## src/ahsl_pkg.sv

```systemverilog
package ahsl_pkg;

  localparam int QDEPTH = 4;
  localparam int QPTR_W = $clog2(QDEPTH);
  localparam int QCNT_W = $clog2(QDEPTH + 1);
  localparam int ERR_LEN = 34;
  localparam int EXIT_LEN = 12;
  localparam int IDX_W = $clog2(ERR_LEN + 1);
  localparam logic [31:0] ADDR_STEP = 32'd4;

  localparam logic [7:0] CH_SPACE = 8'h20;
  localparam logic [7:0] CH_LF = 8'h0a;
  localparam logic [7:0] CH_CR = 8'h0d;
  localparam logic [7:0] CH_OK = "k";
  localparam logic [7:0] CH_CMD_ADDR = "a";
  localparam logic [7:0] CH_CMD_WMSB = "w";
  localparam logic [7:0] CH_CMD_WLSB = "W";
  localparam logic [7:0] CH_CMD_CSUM = "c";
  localparam logic [7:0] CH_CMD_JUMP = "j";
  localparam logic [7:0] CH_CMD_PADDR = "p";
  localparam logic [7:0] CH_CMD_QUIT = "q";

  localparam logic [EXIT_LEN*8-1:0] EXIT_TEXT = {CH_LF, CH_CR, "wload exit"};
  localparam logic [ERR_LEN*8-1:0] ERR_TEXT =
    {CH_LF, CH_CR, "wload error: unknown directive: "};

  typedef enum logic [1:0] {
    KIND_TX  = 2'd0,
    KIND_WR  = 2'd1,
    KIND_JMP = 2'd2
  } kind_e;

  typedef enum logic [1:0] {
    CMD_NONE = 2'd0,
    CMD_ADDR = 2'd1,
    CMD_WMSB = 2'd2,
    CMD_WLSB = 2'd3
  } cmd_e;

  typedef enum logic [2:0] {
    OP_OK    = 3'd0,
    OP_WRITE = 3'd1,
    OP_JUMP  = 3'd2,
    OP_CSUM  = 3'd3,
    OP_PADDR = 3'd4,
    OP_EXIT  = 3'd5,
    OP_ERR   = 3'd6
  } job_op_e;

  typedef struct packed {
    job_op_e     op;
    logic [31:0] address;
    logic [31:0] data;
  } job_t;

endpackage

```

## src/ahsl_if.sv

```systemverilog
interface ahsl_in_if;
  logic       valid;
  logic       ready;
  logic       func;
  logic [7:0] rx_char;

  modport source (output valid, func, rx_char, input ready);
  modport sink (input valid, func, rx_char, output ready);
endinterface

interface ahsl_out_if;
  logic        valid;
  logic        ready;
  logic [1:0]  kind;
  logic [7:0]  tx_char;
  logic [31:0] address;
  logic [31:0] data;
  logic        last;

  modport source (output valid, kind, tx_char, address, data, last, input ready);
  modport sink (input valid, kind, tx_char, address, data, last, output ready);
endinterface

```

## src/ahsl_front.sv

```systemverilog
module ahsl_front (
  input  logic          clk_i,
  input  logic          rst_ni,
  ahsl_in_if.sink       in_ch,
  input  logic          q_full_i,
  output logic          q_push_o,
  output ahsl_pkg::job_t q_job_o
);
  import ahsl_pkg::*;

  logic [31:0] load_addr_q, load_addr_d;
  logic [7:0]  sum_q, sum_d;
  logic [31:0] acc_q, acc_d;
  logic [2:0]  cnt_q, cnt_d;
  cmd_e        cmd_q, cmd_d;
  logic        halted_q, halted_d;

  logic        accept;
  logic [3:0]  hex_val;
  logic [4:0]  shift;
  logic [31:0] acc_new;
  logic [7:0]  sum_new;

  function automatic logic [3:0] hex_value(input logic [7:0] c);
    logic [7:0] v;
    v = 8'h00;
    if (c inside {["0":"9"]}) begin
      v = c - "0";
    end else if (c inside {["a":"f"]}) begin
      v = c - "a" + 8'd10;
    end else if (c inside {["A":"F"]}) begin
      v = c - "A" + 8'd10;
    end
    return v[3:0];
  endfunction

  assign in_ch.ready = !q_full_i;
  assign accept = in_ch.valid && in_ch.ready;

  always_comb begin
    hex_val = hex_value(in_ch.rx_char);
    if (cmd_q == CMD_WLSB) begin
      shift = {cnt_q[2:1], ~cnt_q[0], 2'b00};
    end else begin
      shift = {~cnt_q, 2'b00};
    end
    acc_new = acc_q | (32'(hex_val) << shift);
    sum_new = sum_q + acc_new[31:24] + acc_new[23:16] + acc_new[15:8] + acc_new[7:0];
  end

  always_comb begin
    load_addr_d = load_addr_q;
    sum_d = sum_q;
    acc_d = acc_q;
    cnt_d = cnt_q;
    cmd_d = cmd_q;
    halted_d = halted_q;
    q_push_o = 1'b0;
    q_job_o = '{op: OP_OK, address: '0, data: '0};
    if (accept) begin
      if (in_ch.func) begin
        load_addr_d = '0;
        sum_d = '0;
        acc_d = '0;
        cnt_d = '0;
        cmd_d = CMD_NONE;
        halted_d = 1'b0;
        q_push_o = 1'b1;
      end else if (!halted_q) begin
        if (cmd_q != CMD_NONE) begin
          if (in_ch.rx_char != CH_SPACE) begin
            if (cnt_q == 3'd7) begin
              sum_d = sum_new;
              if (cmd_q == CMD_ADDR) begin
                load_addr_d = acc_new;
              end else begin
                q_push_o = 1'b1;
                q_job_o = '{op: OP_WRITE, address: load_addr_q, data: acc_new};
                load_addr_d = load_addr_q + ADDR_STEP;
              end
              cmd_d = CMD_NONE;
              cnt_d = '0;
              acc_d = '0;
            end else begin
              cnt_d = cnt_q + 3'd1;
              acc_d = acc_new;
            end
          end
        end else begin
          case (in_ch.rx_char)
            CH_CMD_ADDR: begin
              cmd_d = CMD_ADDR;
              cnt_d = '0;
              acc_d = '0;
            end
            CH_CMD_WMSB: begin
              cmd_d = CMD_WMSB;
              cnt_d = '0;
              acc_d = '0;
            end
            CH_CMD_WLSB: begin
              cmd_d = CMD_WLSB;
              cnt_d = '0;
              acc_d = '0;
            end
            CH_CMD_CSUM: begin
              q_push_o = 1'b1;
              q_job_o = '{op: OP_CSUM, address: '0, data: {24'h0, sum_q}};
            end
            CH_CMD_JUMP: begin
              q_push_o = 1'b1;
              q_job_o = '{op: OP_JUMP, address: load_addr_q, data: '0};
            end
            CH_CMD_PADDR: begin
              q_push_o = 1'b1;
              q_job_o = '{op: OP_PADDR, address: load_addr_q, data: '0};
            end
            CH_CMD_QUIT: begin
              q_push_o = 1'b1;
              q_job_o = '{op: OP_EXIT, address: '0, data: '0};
              halted_d = 1'b1;
            end
            CH_SPACE, CH_LF, CH_CR: begin
            end
            default: begin
              q_push_o = 1'b1;
              q_job_o = '{op: OP_ERR, address: '0, data: {24'h0, in_ch.rx_char}};
              halted_d = 1'b1;
            end
          endcase
        end
      end
    end
  end

  always_ff @(posedge clk_i or negedge rst_ni) begin
    if (!rst_ni) begin
      load_addr_q <= '0;
      sum_q <= '0;
      acc_q <= '0;
      cnt_q <= '0;
      cmd_q <= CMD_NONE;
      halted_q <= 1'b1;
    end else begin
      load_addr_q <= load_addr_d;
      sum_q <= sum_d;
      acc_q <= acc_d;
      cnt_q <= cnt_d;
      cmd_q <= cmd_d;
      halted_q <= halted_d;
    end
  end

endmodule

```

## src/ahsl_queue.sv

```systemverilog
module ahsl_queue (
  input  logic           clk_i,
  input  logic           rst_ni,
  input  logic           push_i,
  input  ahsl_pkg::job_t push_job_i,
  input  logic           pop_i,
  output ahsl_pkg::job_t pop_job_o,
  output logic           full_o,
  output logic           empty_o
);
  import ahsl_pkg::*;

  job_t              mem_q [QDEPTH];
  logic [QPTR_W-1:0] wr_ptr_q, wr_ptr_d;
  logic [QPTR_W-1:0] rd_ptr_q, rd_ptr_d;
  logic [QCNT_W-1:0] cnt_q, cnt_d;
  logic              do_push;
  logic              do_pop;

  assign full_o = (cnt_q == QCNT_W'(QDEPTH));
  assign empty_o = (cnt_q == '0);
  assign pop_job_o = mem_q[rd_ptr_q];
  assign do_push = push_i && !full_o;
  assign do_pop = pop_i && !empty_o;

  always_comb begin
    wr_ptr_d = do_push ? wr_ptr_q + QPTR_W'(1) : wr_ptr_q;
    rd_ptr_d = do_pop ? rd_ptr_q + QPTR_W'(1) : rd_ptr_q;
    cnt_d = cnt_q + QCNT_W'(do_push) - QCNT_W'(do_pop);
  end

  always_ff @(posedge clk_i) begin
    if (do_push) begin
      mem_q[wr_ptr_q] <= push_job_i;
    end
  end

  always_ff @(posedge clk_i or negedge rst_ni) begin
    if (!rst_ni) begin
      wr_ptr_q <= '0;
      rd_ptr_q <= '0;
      cnt_q <= '0;
    end else begin
      wr_ptr_q <= wr_ptr_d;
      rd_ptr_q <= rd_ptr_d;
      cnt_q <= cnt_d;
    end
  end

endmodule

```

## src/ahsl_back.sv

```systemverilog
module ahsl_back (
  input  logic           clk_i,
  input  logic           rst_ni,
  input  ahsl_pkg::job_t q_job_i,
  input  logic           q_empty_i,
  output logic           q_pop_o,
  ahsl_out_if.source     out_ch
);
  import ahsl_pkg::*;

  job_t             cur_q;
  logic [IDX_W-1:0] idx_q;
  logic             active_q;
  logic             out_valid_q;
  kind_e            kind_q, kind_n;
  logic [7:0]       tx_q, tx_n;
  logic [31:0]      addr_q, addr_n;
  logic [31:0]      data_q, data_n;
  logic             last_q, last_n;

  logic             advance;
  logic [2:0]       nib_sel;
  logic [3:0]       nibble;
  logic [3:0]       exit_sel;
  logic [IDX_W-1:0] err_sel;

  function automatic logic [7:0] hex_char(input logic [3:0] v);
    return (v < 4'd10) ? 8'("0") + 8'(v) : 8'("a") + 8'(v) - 8'd10;
  endfunction

  assign advance = active_q && (!out_valid_q || out_ch.ready);
  assign q_pop_o = !q_empty_i && (!active_q || (advance && last_n));

  always_comb begin
    nib_sel = 3'd7 - idx_q[2:0];
    exit_sel = 4'(EXIT_LEN - 1) - idx_q[3:0];
    err_sel = IDX_W'(ERR_LEN - 1) - idx_q;
    nibble = 4'h0;
    kind_n = KIND_TX;
    tx_n = 8'h00;
    addr_n = '0;
    data_n = '0;
    last_n = 1'b1;
    case (cur_q.op)
      OP_OK: begin
        tx_n = CH_OK;
      end
      OP_WRITE: begin
        kind_n = KIND_WR;
        addr_n = cur_q.address;
        data_n = cur_q.data;
      end
      OP_JUMP: begin
        kind_n = KIND_JMP;
        addr_n = cur_q.address;
      end
      OP_CSUM: begin
        nibble = idx_q[0] ? cur_q.data[3:0] : cur_q.data[7:4];
        tx_n = hex_char(nibble);
        last_n = idx_q[0];
      end
      OP_PADDR: begin
        nibble = cur_q.address[{nib_sel, 2'b00} +: 4];
        tx_n = hex_char(nibble);
        last_n = (idx_q[2:0] == 3'd7);
      end
      OP_EXIT: begin
        tx_n = EXIT_TEXT[{exit_sel, 3'b000} +: 8];
        last_n = (idx_q == IDX_W'(EXIT_LEN - 1));
      end
      OP_ERR: begin
        if (idx_q == IDX_W'(ERR_LEN)) begin
          tx_n = cur_q.data[7:0];
        end else begin
          tx_n = ERR_TEXT[{err_sel, 3'b000} +: 8];
        end
        last_n = (idx_q == IDX_W'(ERR_LEN));
      end
      default: begin
      end
    endcase
  end

  always_ff @(posedge clk_i or negedge rst_ni) begin
    if (!rst_ni) begin
      active_q <= 1'b0;
      idx_q <= '0;
      out_valid_q <= 1'b0;
    end else begin
      if (q_pop_o) begin
        active_q <= 1'b1;
        idx_q <= '0;
      end else if (advance && last_n) begin
        active_q <= 1'b0;
      end else if (advance) begin
        idx_q <= idx_q + IDX_W'(1);
      end
      if (advance) begin
        out_valid_q <= 1'b1;
      end else if (out_ch.ready) begin
        out_valid_q <= 1'b0;
      end
    end
  end

  always_ff @(posedge clk_i) begin
    if (q_pop_o) begin
      cur_q <= q_job_i;
    end
    if (advance) begin
      kind_q <= kind_n;
      tx_q <= tx_n;
      addr_q <= addr_n;
      data_q <= data_n;
      last_q <= last_n;
    end
  end

  assign out_ch.valid = out_valid_q;
  assign out_ch.kind = kind_q;
  assign out_ch.tx_char = tx_q;
  assign out_ch.address = addr_q;
  assign out_ch.data = data_q;
  assign out_ch.last = last_q;

endmodule

```

## src/ascii_hex_serial_loader.sv

```systemverilog
// Serial loader command parser. An input item is taken whenever the four-entry
// command queue has room; the front end updates the address, checksum
// and digit state at once and queues one job per item that answers. The back end
// turns each job into its result items at one item per cycle while the output
// side is ready: one item for a start, write or jump, two for a checksum, eight
// for an address report, twelve for the exit text and thirty-five for an error.
// A stalled output fills the queue, and input ready drops only when it is full.
module ascii_hex_serial_loader (
  input  logic       clk_i,
  input  logic       rst_ni,
  ahsl_in_if.sink    in_i,
  ahsl_out_if.source out_o
);
  import ahsl_pkg::*;

  logic q_push;
  logic q_pop;
  logic q_full;
  logic q_empty;
  job_t push_job;
  job_t pop_job;

  ahsl_front u_front (
    .clk_i    (clk_i),
    .rst_ni   (rst_ni),
    .in_ch    (in_i),
    .q_full_i (q_full),
    .q_push_o (q_push),
    .q_job_o  (push_job)
  );

  ahsl_queue u_queue (
    .clk_i      (clk_i),
    .rst_ni     (rst_ni),
    .push_i     (q_push),
    .push_job_i (push_job),
    .pop_i      (q_pop),
    .pop_job_o  (pop_job),
    .full_o     (q_full),
    .empty_o    (q_empty)
  );

  ahsl_back u_back (
    .clk_i     (clk_i),
    .rst_ni    (rst_ni),
    .q_job_i   (pop_job),
    .q_empty_i (q_empty),
    .q_pop_o   (q_pop),
    .out_ch    (out_o)
  );

  a_no_push_full: assert property (@(posedge clk_i) disable iff (!rst_ni)
    !(q_push && q_full))
    else $error("Job queued while the queue is full.");

  a_no_pop_empty: assert property (@(posedge clk_i) disable iff (!rst_ni)
    q_pop |-> !q_empty)
    else $error("Job taken from an empty queue.");

  a_single_last: assert property (@(posedge clk_i) disable iff (!rst_ni)
    (out_o.valid && (out_o.kind != KIND_TX)) |-> out_o.last)
    else $error("Write or jump item is not the last item of its input.");

  a_queue_empty_after_start: assert property (@(posedge clk_i) disable iff (!rst_ni)
    (q_push && q_empty && !q_pop) |=> !q_empty)
    else $error("Queued job was lost.");

endmodule

```

## src/flat_wrapper.sv

```systemverilog
// flat-port wrapper written by rule: the top's interface ports become plain ports
module ascii_hex_serial_loader_flat import ahsl_pkg::*;
  (clk_i, rst_ni, in_i_valid, in_i_func, in_i_rx_char, in_i_ready, out_o_valid, out_o_kind, out_o_tx_char, out_o_address, out_o_data, out_o_last, out_o_ready);
  ahsl_in_if in_i_i ();
  ahsl_out_if out_o_i ();
  input  logic clk_i;
  input  logic rst_ni;
  input wire logic [$bits(in_i_i.valid)-1:0] in_i_valid;
  input wire logic [$bits(in_i_i.func)-1:0] in_i_func;
  input wire logic [$bits(in_i_i.rx_char)-1:0] in_i_rx_char;
  output wire logic [$bits(in_i_i.ready)-1:0] in_i_ready;
  output wire logic [$bits(out_o_i.valid)-1:0] out_o_valid;
  output wire logic [$bits(out_o_i.kind)-1:0] out_o_kind;
  output wire logic [$bits(out_o_i.tx_char)-1:0] out_o_tx_char;
  output wire logic [$bits(out_o_i.address)-1:0] out_o_address;
  output wire logic [$bits(out_o_i.data)-1:0] out_o_data;
  output wire logic [$bits(out_o_i.last)-1:0] out_o_last;
  input wire logic [$bits(out_o_i.ready)-1:0] out_o_ready;
  assign in_i_i.valid = in_i_valid;
  assign in_i_i.func = in_i_func;
  assign in_i_i.rx_char = in_i_rx_char;
  assign in_i_ready = in_i_i.ready;
  assign out_o_valid = out_o_i.valid;
  assign out_o_kind = out_o_i.kind;
  assign out_o_tx_char = out_o_i.tx_char;
  assign out_o_address = out_o_i.address;
  assign out_o_data = out_o_i.data;
  assign out_o_last = out_o_i.last;
  assign out_o_i.ready = out_o_ready;
  ascii_hex_serial_loader u_core (.clk_i(clk_i), .rst_ni(rst_ni), .in_i(in_i_i), .out_o(out_o_i));
endmodule
```

## config.mk

```make
export PLATFORM = sky130hd
export DESIGN_NAME = ascii_hex_serial_loader_flat
export DESIGN_NICKNAME = d
export VERILOG_FILES = /design/src/ahsl_pkg.sv /design/src/ahsl_if.sv /design/src/ahsl_front.sv /design/src/ahsl_queue.sv /design/src/ahsl_back.sv /design/src/ascii_hex_serial_loader.sv /design/src/flat_wrapper.sv
export SDC_FILE = /design/constraint.sdc
export NUM_CORES = 1
export LEC_CHECK = 0
export BUFFER_PORTS_ARGS = -buffer_cell sky130_fd_sc_hd__buf_2
export CORE_MARGIN = 2
export CORE_UTILIZATION = 45
export DETAILED_ROUTE_END_ITERATION = 10
export GPL_ROUTABILITY_DRIVEN = 0
export PLACE_DENSITY = 0.71
export SLEW_MARGIN = 25
export SYNTH_ARGS = -nofsm -noshare
export SYNTH_HDL_FRONTEND = slang
export SYNTH_HIERARCHICAL = 1
export SYNTH_SLANG_ARGS = --single-unit
```

## constraint.sdc

```tcl
create_clock -name clk_i -period 5.9 [get_ports clk_i]
set_input_delay 1.18 -clock clk_i [delete_from_list [all_inputs] [get_ports clk_i]]
set_output_delay 1.18 -clock clk_i [all_outputs]
set_load 0.01 [all_outputs]
```

==> flow_metrics.tcl, run 1 <==
set metrics [dict create \
    via_per_inst 5.765 \
    drc 0 \
    combinationalPowerShare_pct 27.2 \
    place_ws_ns -0.1051 \
    postCtsSetupBuffers 0 \
    syn2layout_area_growth_pct 13.70 \
    total_power_mw 11.52 \
    drt_pass1_iterations 8 \
    worstHoldStart "u_core/u_front/acc_q[14]$_DFFE_PN0P_" \
    status "complete, no violations" \
    synthesis.area_um2 22540 \
    tightest_slew_ns 1.066 \
    start_util_pct 45.30 \
    hold_class "reg -> reg" \
    hold_viol 0 \
    clockPowerShare_pct 27.1 \
    synth_area_leaders "edfxtp_1 55%, dfrtp_1 10%, mux4_2 7.5%, ha_1 2.3%, fa_1 1.9%" \
    switching_share_pct 30.98 \
    power_leakage_nw 9.547 \
    worst_slack_ns 0.4225 \
    rows 82 \
    hold_ws_ns 0.5123 \
    n_fill_cell 4027 \
    fmax_ghz 0.1826 \
    arrival_ns 5.99 \
    endpoint_kind "flip-flop" \
    rr_startpoint "u_core/u_front/cnt_q[0]$_DFFE_PN0P_" \
    crit_start "in_i_rx_char[1]" \
    p_sw_mw 3.567 \
    vias 13800 \
    startpoint_type "primary input" \
    synth_edf_count 410 \
    synth_fp_nets 1630 \
    synth-seq-cells 503 \
    cts_made_buffers 49 \
    worstSkewPairLatency_ns 0.59 \
    cp.required_ns 6.42 \
    min_period_over_period_pct 92.84 \
    internal_power_mw 7.949 \
    p_per_area_nw_per_um2 449.4 \
    ys_types 85 \
    setup_tns_ns 0 \
    synth_area_per_cell_um2 14.50 \
    drive_gt1_share_pct 20.45 \
    grt_pass1_wl_um 78740 \
    seq_power_share_pct 45.7 \
    cts_max_level 2 \
    final_cells 2394 \
    cts_root_buf "clkbuf_16" \
    synthMostInstantiatedCell "edfxtp_1" \
    die_area_um2 51900 \
    cap_viol_max_count 0 \
    rsz0062_at_grt "no" \
    die-height_um 227.8 \
    ioPinCount 90 \
    fin_nets 1756 \
    clock_skew_ns 0.02619 \
    grt-ovfl-total 0 \
    synth_top_area_share_pct 54.62 \
    ys.flop_type "edfxtp_1" \
    yosys.area.top_type "edfxtp_1" \
    antenna_found_initial 1 \
    path_clk_slew_ns 0.08 \
    cts_tree "built" \
    finalSetupViolCount 0 \
    wire_per_inst_um 21.19 \
    fp.dieW_um 227.8 \
    dpl.cell_count 2301 \
    netlist_instances 1555 \
    drt_iter0_markers 1419 \
    ctsLongestPathBuffers 3 \
    routed_wl_um 50720 \
    worstPathMaxFanout 4 \
    async_flop_share_pct 18.49 \
    vdd_ir_drop_max_v 0.0003302 \
    slew_headroom_pct 28.90 \
    place.port_buffers 89 \
    crit_type "in -> reg" \
    ant_nets 0 \
    finalCriticalPeriod_ns 5.478 \
    final-max-slew-violation-count 0 \
    seq_area_frac_synth_pct 64.95 \
    dp_hpwl_um 34770 \
    grt_use_total_pct 19.54 \
    yosys_warnings 6 \
    cts_hold_buf 0 \
    cts.sinks 503 \
    cts.repair.resized 0 \
    synth_common_cells "410 x edfxtp_1, 110 x nor2_1, 92 x dfrtp_1" \
    grt_pass1_vias 13510 \
    grt_max_degree 77 \
    core_um2 49760 \
]
-- metal layers --
metal  vias up  share of wire [%]  GRT usage [%]
li1       6152                  -              -
met1      6981                 41          26.44
met2       550                 48          31.46
met3       116                7.1          3.963
met4         2                3.4          7.216
met5         -              0.030              0
-- power groups by stage --
stage	registers (mW)	logic, mW	clock network (mW)
after floorplan	5.23	2.26	0
after global placement	5.31	3.08	0
after global routing	5.35	3.40	3.32
after detailed placement	5.34	3.12	0
after CTS	5.27	3.13	3.19
final	5.26	3.13	3.12
-- cell usage in the layout (no fill, tap or decap), drive strengths merged, types with 5 or more instances in the layout --
master	n
dfrtp	92
mux2i	18
nand3	30
a21oi	80
a211oi	14
nand2	88
a22oi	5
and3	53
xor2	7
o22ai	10
nand4	6
mux4	75
o21ai	62
nand2b	15
nor2b	42
nor3b	7
clkbuf	61
edfxtp	410
buf	158
o221ai	26
nor3	31
bufinv	5
ha	41
nor4	5
clkinv	15
a31oi	18
fa	21
o211ai	11
xnor2	18
a221oi	7
and2	43
or2	5
nor2	110
inv	67
-- logic make-up after synthesis --
logic type,synth area share (%)
AND/OR/NAND/NOR,10.72
multiplexers,8.598
AO/OA/AOI/OAI,7.594
XOR/XNOR,1.005
flip-flops,64.95
buffers and inverters,2.992
adder cells (fa/ha/maj),4.141
-- worst max-delay path, stage by stage --
cell and delay (ns):
buf_2 0.10, inv_1 0.08, ha_1 0.23, o21ai_0 0.09, a21boi_0 0.32, mux2_2 0.28
nor2b_1 0.18, a31oi_1 0.15, fa_1 0.45, fa_1 0.48, inv_1 0.05, fa_1 0.52
ha_1 0.17, inv_1 0.05, fa_1 0.37, nor2b_1 0.18, o31a_1 0.17, o22ai_1 0.11
xnor2_1 0.22, xnor2_1 0.16, xnor2_1 0.17, a21oi_1 0.10, o22ai_1 0.16
-- path summary, 6_finish.rpt --
path / endpoint / slack (ns) / cells past startpoint
worst min-delay path: u_core/u_front/acc_q[14]$_DFFE_PN0P_ / 0.51 / 2
max in group asynchronous: u_core/u_front/load_addr_q[23]$_DFFE_PN0P_ / 4.17 / 2
min in group asynchronous: u_core/u_front/cnt_q[1]$_DFFE_PN0P_ / 0.61 / 1
worst max-delay path: u_core/u_front/sum_q[7]$_DFFE_PN0P_ / 0.42 / 23
worst max register to register: u_core/u_front/sum_q[7]$_DFFE_PN0P_ / 0.58 / 18
worst min register to register: u_core/u_front/acc_q[14]$_DFFE_PN0P_ / 0.51 / 2
-- sequential cells by signal, summed over array words and instances (netlist names), 6 cells and up --
name                          cells
u_core/u_queue/mem_q            268
u_core/u_back/cur_q              67
u_core/u_back/out_ch.address     32
u_core/u_back/out_ch.data        32
u_core/u_front/acc_q             32
u_core/u_front/load_addr_q       32
u_core/u_back/out_ch.tx_char      8
u_core/u_front/sum_q              8
u_core/u_back/idx_q               6
-- area by class of cell --
type | count | area, um2 | area share (%)
Sequential cell | 503 | 14650 | 57.15
Tap cell | 672 | 840.8 | 3.281
Inverter | 61 | 229.0 | 0.8934
Clock buffer | 61 | 1314 | 5.126
Timing Repair Buffer | 158 | 1013 | 3.954
Antenna cell | 1 | 2.502 | 0.009764
Multi-Input combinational cell | 908 | 7287 | 28.43
Clock inverter | 30 | 296.5 | 1.157
-- metrics by stage --
stage / cell area [um2] / util, %
floorplan: 22540 / -
global placement: 23960 / 48.14
detailed placement: 23960 / 48.15
CTS: 25570 / 51.39
global route: 25630 / 51.50
finish: 25630 / 51.50
(Power assumes the default switching activity.)
==> inputs of run 2 (changes only) <==
Settings changed: CORE_UTILIZATION 45 to 35, PLACE_DENSITY 0.71 to 0.59.
==> run 2 against run 1 <==
First-iteration DRC count shrank 25%. Critical endpoint unchanged. Sequential power rose by 0.8%. Non-clock buffer count up 5. Combinational power about the same. Hold slack worse by 0.0042 ns. Flip-flop and latch count did not move. Utilization is 11 points lower. Clock skew decreased by 0.013 ns. Die area up 28%. Worst setup slack worse by 0.050 ns. Cell count up 8.1%.
==> flow_metrics.tcl, run 2 (synthesized netlist as in run 1, its figures left out) <==
set metrics [dict create \
    multi_input_area_um2 7301 \
    largest_register_ffs 268 \
    vias 13560 \
    largest_register "u_core/u_queue/mem_q" \
    ant_nets 0 \
    path_clk_slew_ns 0.06 \
    grt_pass1_vias 13570 \
    p_per_area_nw_per_um2 457.5 \
    die_area_um2 66450 \
    cts_tree "built" \
    worst_slack_ns 0.3726 \
    dpl.cell_count 2489 \
    final-max-slew-violation-count 0 \
    mostFrequentLayoutCell "edfxtp_1" \
    crit_end "u_core/u_front/sum_q[7]$_DFFE_PN0P_" \
    tightest_slew_ns 1.175 \
    place_ws_ns -0.1744 \
    grt-ovfl-total 0 \
    vdd_ir_drop_max_v 0.0002732 \
    slew_headroom_pct 21.19 \
    antenna_found_initial 0 \
    worstPathMaxFanout 3 \
    crit_start "in_i_rx_char[1]" \
    drt_iter0_markers 1069 \
    ioPinCount 90 \
    syn2layout_area_growth_pct 16.11 \
    combinationalPowerShare_pct 26.1 \
    finalSetupViolCount 0 \
    drt_pass1_iterations 5 \
    place.port_buffers 89 \
    core_um2 64120 \
    start_util_pct 35.16 \
    reg2regPathDepth 18 \
    grt_use_total_pct 15.92 \
    dp_hpwl_um 36350 \
    seq_power_share_pct 44.3 \
    ctsLongestPathBuffers 3 \
    fmax_ghz 0.1809 \
    drc 0 \
    cts_hold_buf 0 \
    p_sw_mw 3.689 \
    status "complete, no violations" \
    routed_wl_um 53330 \
    hold_class "reg -> reg" \
    r2r_slack_ns 0.54 \
    grt_pass1_wl_um 81430 \
    cts.sinks 503 \
    n_fill_cell 5791 \
    r2r-end "u_core/u_front/sum_q[7]$_DFFE_PN0P_" \
    clockPowerShare_pct 29.6 \
    antenna_cells 0 \
    endpoint_kind "flip-flop" \
    cts_max_level 2 \
    min_period_over_period_pct 93.68 \
    finalCriticalPeriod_ns 5.527 \
    cts_made_buffers 52 \
    arrival_ns 6.05 \
    cap_viol_max_count 0 \
    drive_gt1_share_pct 21.41 \
    rows 93 \
    hold_viol 0 \
    fp.dieW_um 257.8 \
    cts.repair.resized 0 \
    rsz0062_at_grt "no" \
    rr_startpoint "u_core/u_front/cnt_q[0]$_DFFE_PN0P_" \
    wire_per_inst_um 20.61 \
    final_cells 2588 \
    cp.required_ns 6.42 \
    worstSkewPairLatency_ns 0.60 \
    switching_share_pct 30.81 \
    mostFrequentLayoutCells "410 x edfxtp_1, 108 x nor2_1, 90 x dfrtp_1" \
    internal_power_mw 8.285 \
    startpoint_type "primary input" \
    cts_root_buf "clkbuf_16" \
    crit_type "in -> reg" \
    postCtsSetupBuffers 0 \
    die-height_um 257.8 \
    power_leakage_nw 9.696 \
    via_per_inst 5.240 \
    clock_skew_ns 0.01353 \
    seq_area_um2 14650 \
    setup_tns_ns 0 \
    grt_max_degree 77 \
    fin_nets 1764 \
    top_regs "u_core/u_queue/mem_q x268, u_core/u_back/cur_q x67" \
]
run 2: changes by cell type in the layout (fill, tap and decap cells not counted), moves of 3 or more:
cell / before / now
bufinv_16: 5 / 11
buf_4: 65 / 71
inv_4: 3 / 0
clkinv_1: 9 / 6
clkbuf_1: 10 / 7
run 2: cell type report:
class,count,area share (%)
sequential,503,55.96
multi-input combinational,908,27.90
clock buffer,61,5.178
tap,855,4.088
timing repair buffer,163,4.025
clock inverter,37,1.979
inverter,61,0.8749
run 2: layer usage:
layer  part of all wire, %  vias to the layer above  global-route usage (%)
li1                      -                     6180                       -
met1                    44                     6924                   21.66
met2                    48                      378                   25.58
met3                   5.8                       80                   3.406
met4                   2.6                        0                   5.026
met5                     0                        -                       0
run 2: per-stage QoR:
stage / instance area, um2 / utilization, % / total power, mW / hold slack, ns
after floorplan: 22540 / - / 7.491 / 0.4631
after global placement: 24230 / 37.79 / 8.479 / 0.4813
after detailed placement: 24230 / 37.79 / 8.534 / 0.4889
after CTS: 26100 / 40.71 / 12.11 / 0.5033
after global routing: 26170 / 40.82 / 12.56 / 0.5420
final: 26170 / 40.82 / 11.97 / 0.5081
run 2: worst min path at each step:
stage	cells after the start	start	slack, ns	endpoint
5_1_grt	2	u_core/u_front/acc_q[26]$_DFFE_PN0P_	0.54	u_core/u_front/acc_q[26]$_DFFE_PN0P_
6_report	2	u_core/u_front/acc_q[25]$_DFFE_PN0P_	0.51	u_core/u_front/acc_q[25]$_DFFE_PN0P_
2_1_floorplan	2	u_core/u_front/load_addr_q[0]$_DFFE_PN0P_	0.46	u_core/u_front/load_addr_q[0]$_DFFE_PN0P_
4_1_cts	2	u_core/u_front/acc_q[10]$_DFFE_PN0P_	0.50	u_core/u_front/acc_q[10]$_DFFE_PN0P_
3_3_place_gp	2	u_core/u_front/acc_q[25]$_DFFE_PN0P_	0.48	u_core/u_front/acc_q[25]$_DFFE_PN0P_
3_5_place_dp	2	u_core/u_front/acc_q[10]$_DFFE_PN0P_	0.49	u_core/u_front/acc_q[10]$_DFFE_PN0P_
run 2: power groups by stage:
stage / sequential [mW] / combinational [mW] / clock, mW
6_report: 5.30 / 3.13 / 3.55
5_1_grt: 5.39 / 3.41 / 3.76
4_1_cts: 5.32 / 3.15 / 3.64
3_5_place_dp: 5.39 / 3.15 / 0
3_3_place_gp: 5.36 / 3.12 / 0
2_1_floorplan: 5.23 / 2.26 / 0
run 2: worst max-delay path: stages:
cell and delay, ns:
buf_2 0.10, inv_1 0.09, ha_1 0.19, nor3b_2 0.22, and4bb_4 0.27, a22o_2 0.30, a21oi_1 0.24, fa_1 0.48
fa_1 0.52, inv_1 0.05, fa_1 0.51, ha_1 0.18, inv_1 0.06, fa_1 0.39, nor2b_1 0.18, o31a_1 0.17
o22ai_1 0.10, xnor2_1 0.20, xnor2_1 0.15, xnor2_1 0.17, a21oi_1 0.10, o22ai_1 0.18
==> inputs of run 3 (changes only) <==
Settings changed: CORE_ASPECT_RATIO set to 1.75.
==> run 3 against run 2 <==
First-iteration DRC count is 3.2% lower. Clock-buffer cell count is 4 lower. Worst setup slack better by 0.060 ns. Hold slack better by 0.00052 ns. Via count is 0.93% lower. Clock power is 19% lower. Cell count is 2.4% lower. Total power is 5.9% lower. Clock skew is 0.0022 ns higher. Critical path depth stayed put. Routed wire length is 1.6% higher. Critical path type unchanged. Highest routed layer unchanged.
==> flow_metrics.tcl, run 3 (synthesized netlist as in run 1, its figures left out) <==
set metrics [dict create \
    status "complete, no violations" \
    wire_per_inst_um 21.43 \
    postCtsSetupBuffers 0 \
    grt_max_degree 76 \
    ant_nets 0 \
    drt_iter0_markers 1035 \
    hold_viol 0 \
    reg2regPathDepth 19 \
    place_area_um2 24220 \
    die_area_um2 66530 \
    cts_max_level 2 \
    top_regs "u_core/u_queue/mem_q x268, u_core/u_back/cur_q x67" \
    path_clk_slew_ns 0.07 \
    drt_pass1_iterations 7 \
    cp.buffers_inverters 4 \
    fin_nets 1758 \
    rsz0062_at_grt "no" \
    r2r_slack_ns 0.74 \
    core_um2 64020 \
    clock_skew_ns 0.01574 \
    worstSkewPairLatency_ns 0.57 \
    dp_hpwl_um 39110 \
    fp.dieW_um 195.8 \
    r2r-end "u_core/u_front/sum_q[7]$_DFFE_PN0P_" \
    rows 123 \
    arrival_ns 5.91 \
    grt_pass1_wl_um 82720 \
    grt-ovfl-total 0 \
    cp_slowest_cell "fa_1" \
    cts.repair.resized 0 \
    grt_use_total_pct 16.26 \
    critical_path.max_stage_delay_ns 0.51 \
    ctsLongestPathBuffers 3 \
    cts_tree "built" \
    crit_start "in_i_rx_char[1]" \
    crit_type "in -> reg" \
    die-height_um 339.7 \
    finalInstanceArea_um2 25660 \
    cts_made_buffers 44 \
    vdd_ir_drop_max_v 0.0002978 \
    p_per_area_nw_per_um2 439.3 \
    setup_tns_ns 0 \
    place_ws_ns -0.1049 \
    crit_end "u_core/u_front/sum_q[7]$_DFFE_PN0P_" \
    cp_cell_sequence "buf_2 -> inv_1 -> ha_1 -> nor3b_2 -> and4bb_4 -> a22o_2 -> a21oi_1 -> fa_1 -> fa_1 -> inv_1 -> fa_1 -> ha_1 -> inv_1 -> fa_1 -> nor2b_1 -> o31a_1 -> o22ai_1 -> xnor2_1 -> xnor2_1 -> xnor2_1 -> a21oi_1 -> o22ai_1" \
    ioPinCount 90 \
    routed_wl_um 54170 \
    vias 13440 \
    worst_slack_ns 0.4324 \
    cts_root_buf "clkbuf_16" \
    largest_register_ffs 268 \
    crit_path_frequent_cell "fa_1" \
    via_per_inst 5.317 \
    multi_input_area_um2 7276 \
    n_fill_cell 5873 \
    rr_startpoint "u_core/u_front/cmd_q[0]$_DFFE_PN0P_" \
    drc 0 \
    finalCriticalPeriod_ns 5.468 \
    largest_register "u_core/u_queue/mem_q" \
    place.port_buffers 89 \
    tightest_slew_ns 1.004 \
    drive_gt1_share_pct 20.17 \
    hold_ws_ns 0.5086 \
    mostFrequentLayoutCell "edfxtp_1" \
    finalSetupViolCount 0 \
    startpoint_type "primary input" \
    cap_viol_max_count 0 \
    slew_headroom_pct 32.53 \
    path_delay_family "adder cells" \
    antenna_cells 0 \
    antenna_found_initial 0 \
    mostFrequentLayoutCells "410 x edfxtp_1, 108 x nor2_1, 90 x dfrtp_1" \
    worstPathMaxFanout 4 \
    cp.depth 22 \
    cp.required_ns 6.35 \
    cts_hold_buf 0 \
    final-max-slew-violation-count 0 \
    start_util_pct 35.21 \
    syn2layout_area_growth_pct 13.83 \
    cts.sinks 503 \
    fmax_ghz 0.1829 \
    seq_area_um2 14650 \
    hold_class "reg -> reg" \
    power_leakage_nw 9.462 \
    grt_pass1_vias 13710 \
    endpoint_kind "flip-flop" \
    min_period_over_period_pct 92.67 \
]
-- run 3: area by class of cell --
| type | instances | area share [%] |
|---|---|---|
| Sequential cell | 503 | 57.08 |
| Multi-Input combinational cell | 908 | 28.36 |
| Clock buffer | 57 | 4.604 |
| Timing Repair Buffer | 165 | 4.204 |
| Tap cell | 812 | 3.960 |
| Clock inverter | 21 | 0.9022 |
| Inverter | 61 | 0.8924 |
-- run 3: where the power goes --
| group | leakage (nW) | switching (mW) | internal, mW |
|---|---|---|---|
| clock network | 0.681 | 1.27 | 1.60 |
| logic | 3.64 | 1.86 | 1.30 |
| registers | 5.14 | 0.399 | 4.85 |
| total | 9.46 | 3.52 | 7.75 |
-- run 3: worst reg2reg max path, stage by stage, from the launching register on --
cell	delay [ns]
dfrtp_1	0.38
nand2_1	0.32
xnor2_1	0.25
nor3_1	0.53
a21oi_1	0.22
fa_1	0.52
fa_1	0.51
inv_1	0.05
fa_1	0.51
ha_1	0.16
inv_1	0.05
fa_1	0.40
nor2b_1	0.17
o31a_1	0.16
o22ai_1	0.09
xnor2_1	0.19
xnor2_1	0.16
xnor2_1	0.11
a21oi_1	0.16
o22ai_1	0.10
-- run 3: how the worst min path moves through the flow --
stage	startpoint	end	cells past startpoint
3_3_place_gp	u_core/u_front/acc_q[25]$_DFFE_PN0P_	u_core/u_front/acc_q[25]$_DFFE_PN0P_	2
6_report	u_core/u_front/acc_q[10]$_DFFE_PN0P_	u_core/u_front/acc_q[10]$_DFFE_PN0P_	2
3_5_place_dp	u_core/u_front/acc_q[10]$_DFFE_PN0P_	u_core/u_front/acc_q[10]$_DFFE_PN0P_	2
4_1_cts	u_core/u_front/acc_q[10]$_DFFE_PN0P_	u_core/u_front/acc_q[10]$_DFFE_PN0P_	2
5_1_grt	u_core/u_front/acc_q[10]$_DFFE_PN0P_	u_core/u_front/acc_q[10]$_DFFE_PN0P_	2
2_1_floorplan	u_core/u_front/load_addr_q[0]$_DFFE_PN0P_	u_core/u_front/load_addr_q[0]$_DFFE_PN0P_	2
-- run 3: through the flow --
step	total power, mW	instances	utilization, %
6_report	11.27	2527	40.08
5_1_grt	11.85	2527	40.08
4_1_cts	11.41	2527	40.04
3_5_place_dp	8.534	2449	37.83
3_3_place_gp	8.468	2448	37.82
2_1_floorplan	7.491	1555	-
-- run 3: per-layer routing --
layer,vias to the layer above,wire (um),GRT usage (%)
met4,0,2636,7.907
met3,111,1988,1.868
li1,6135,-,-
met5,-,0,0
met2,377,29370,30.43
met1,6813,20170,18.17
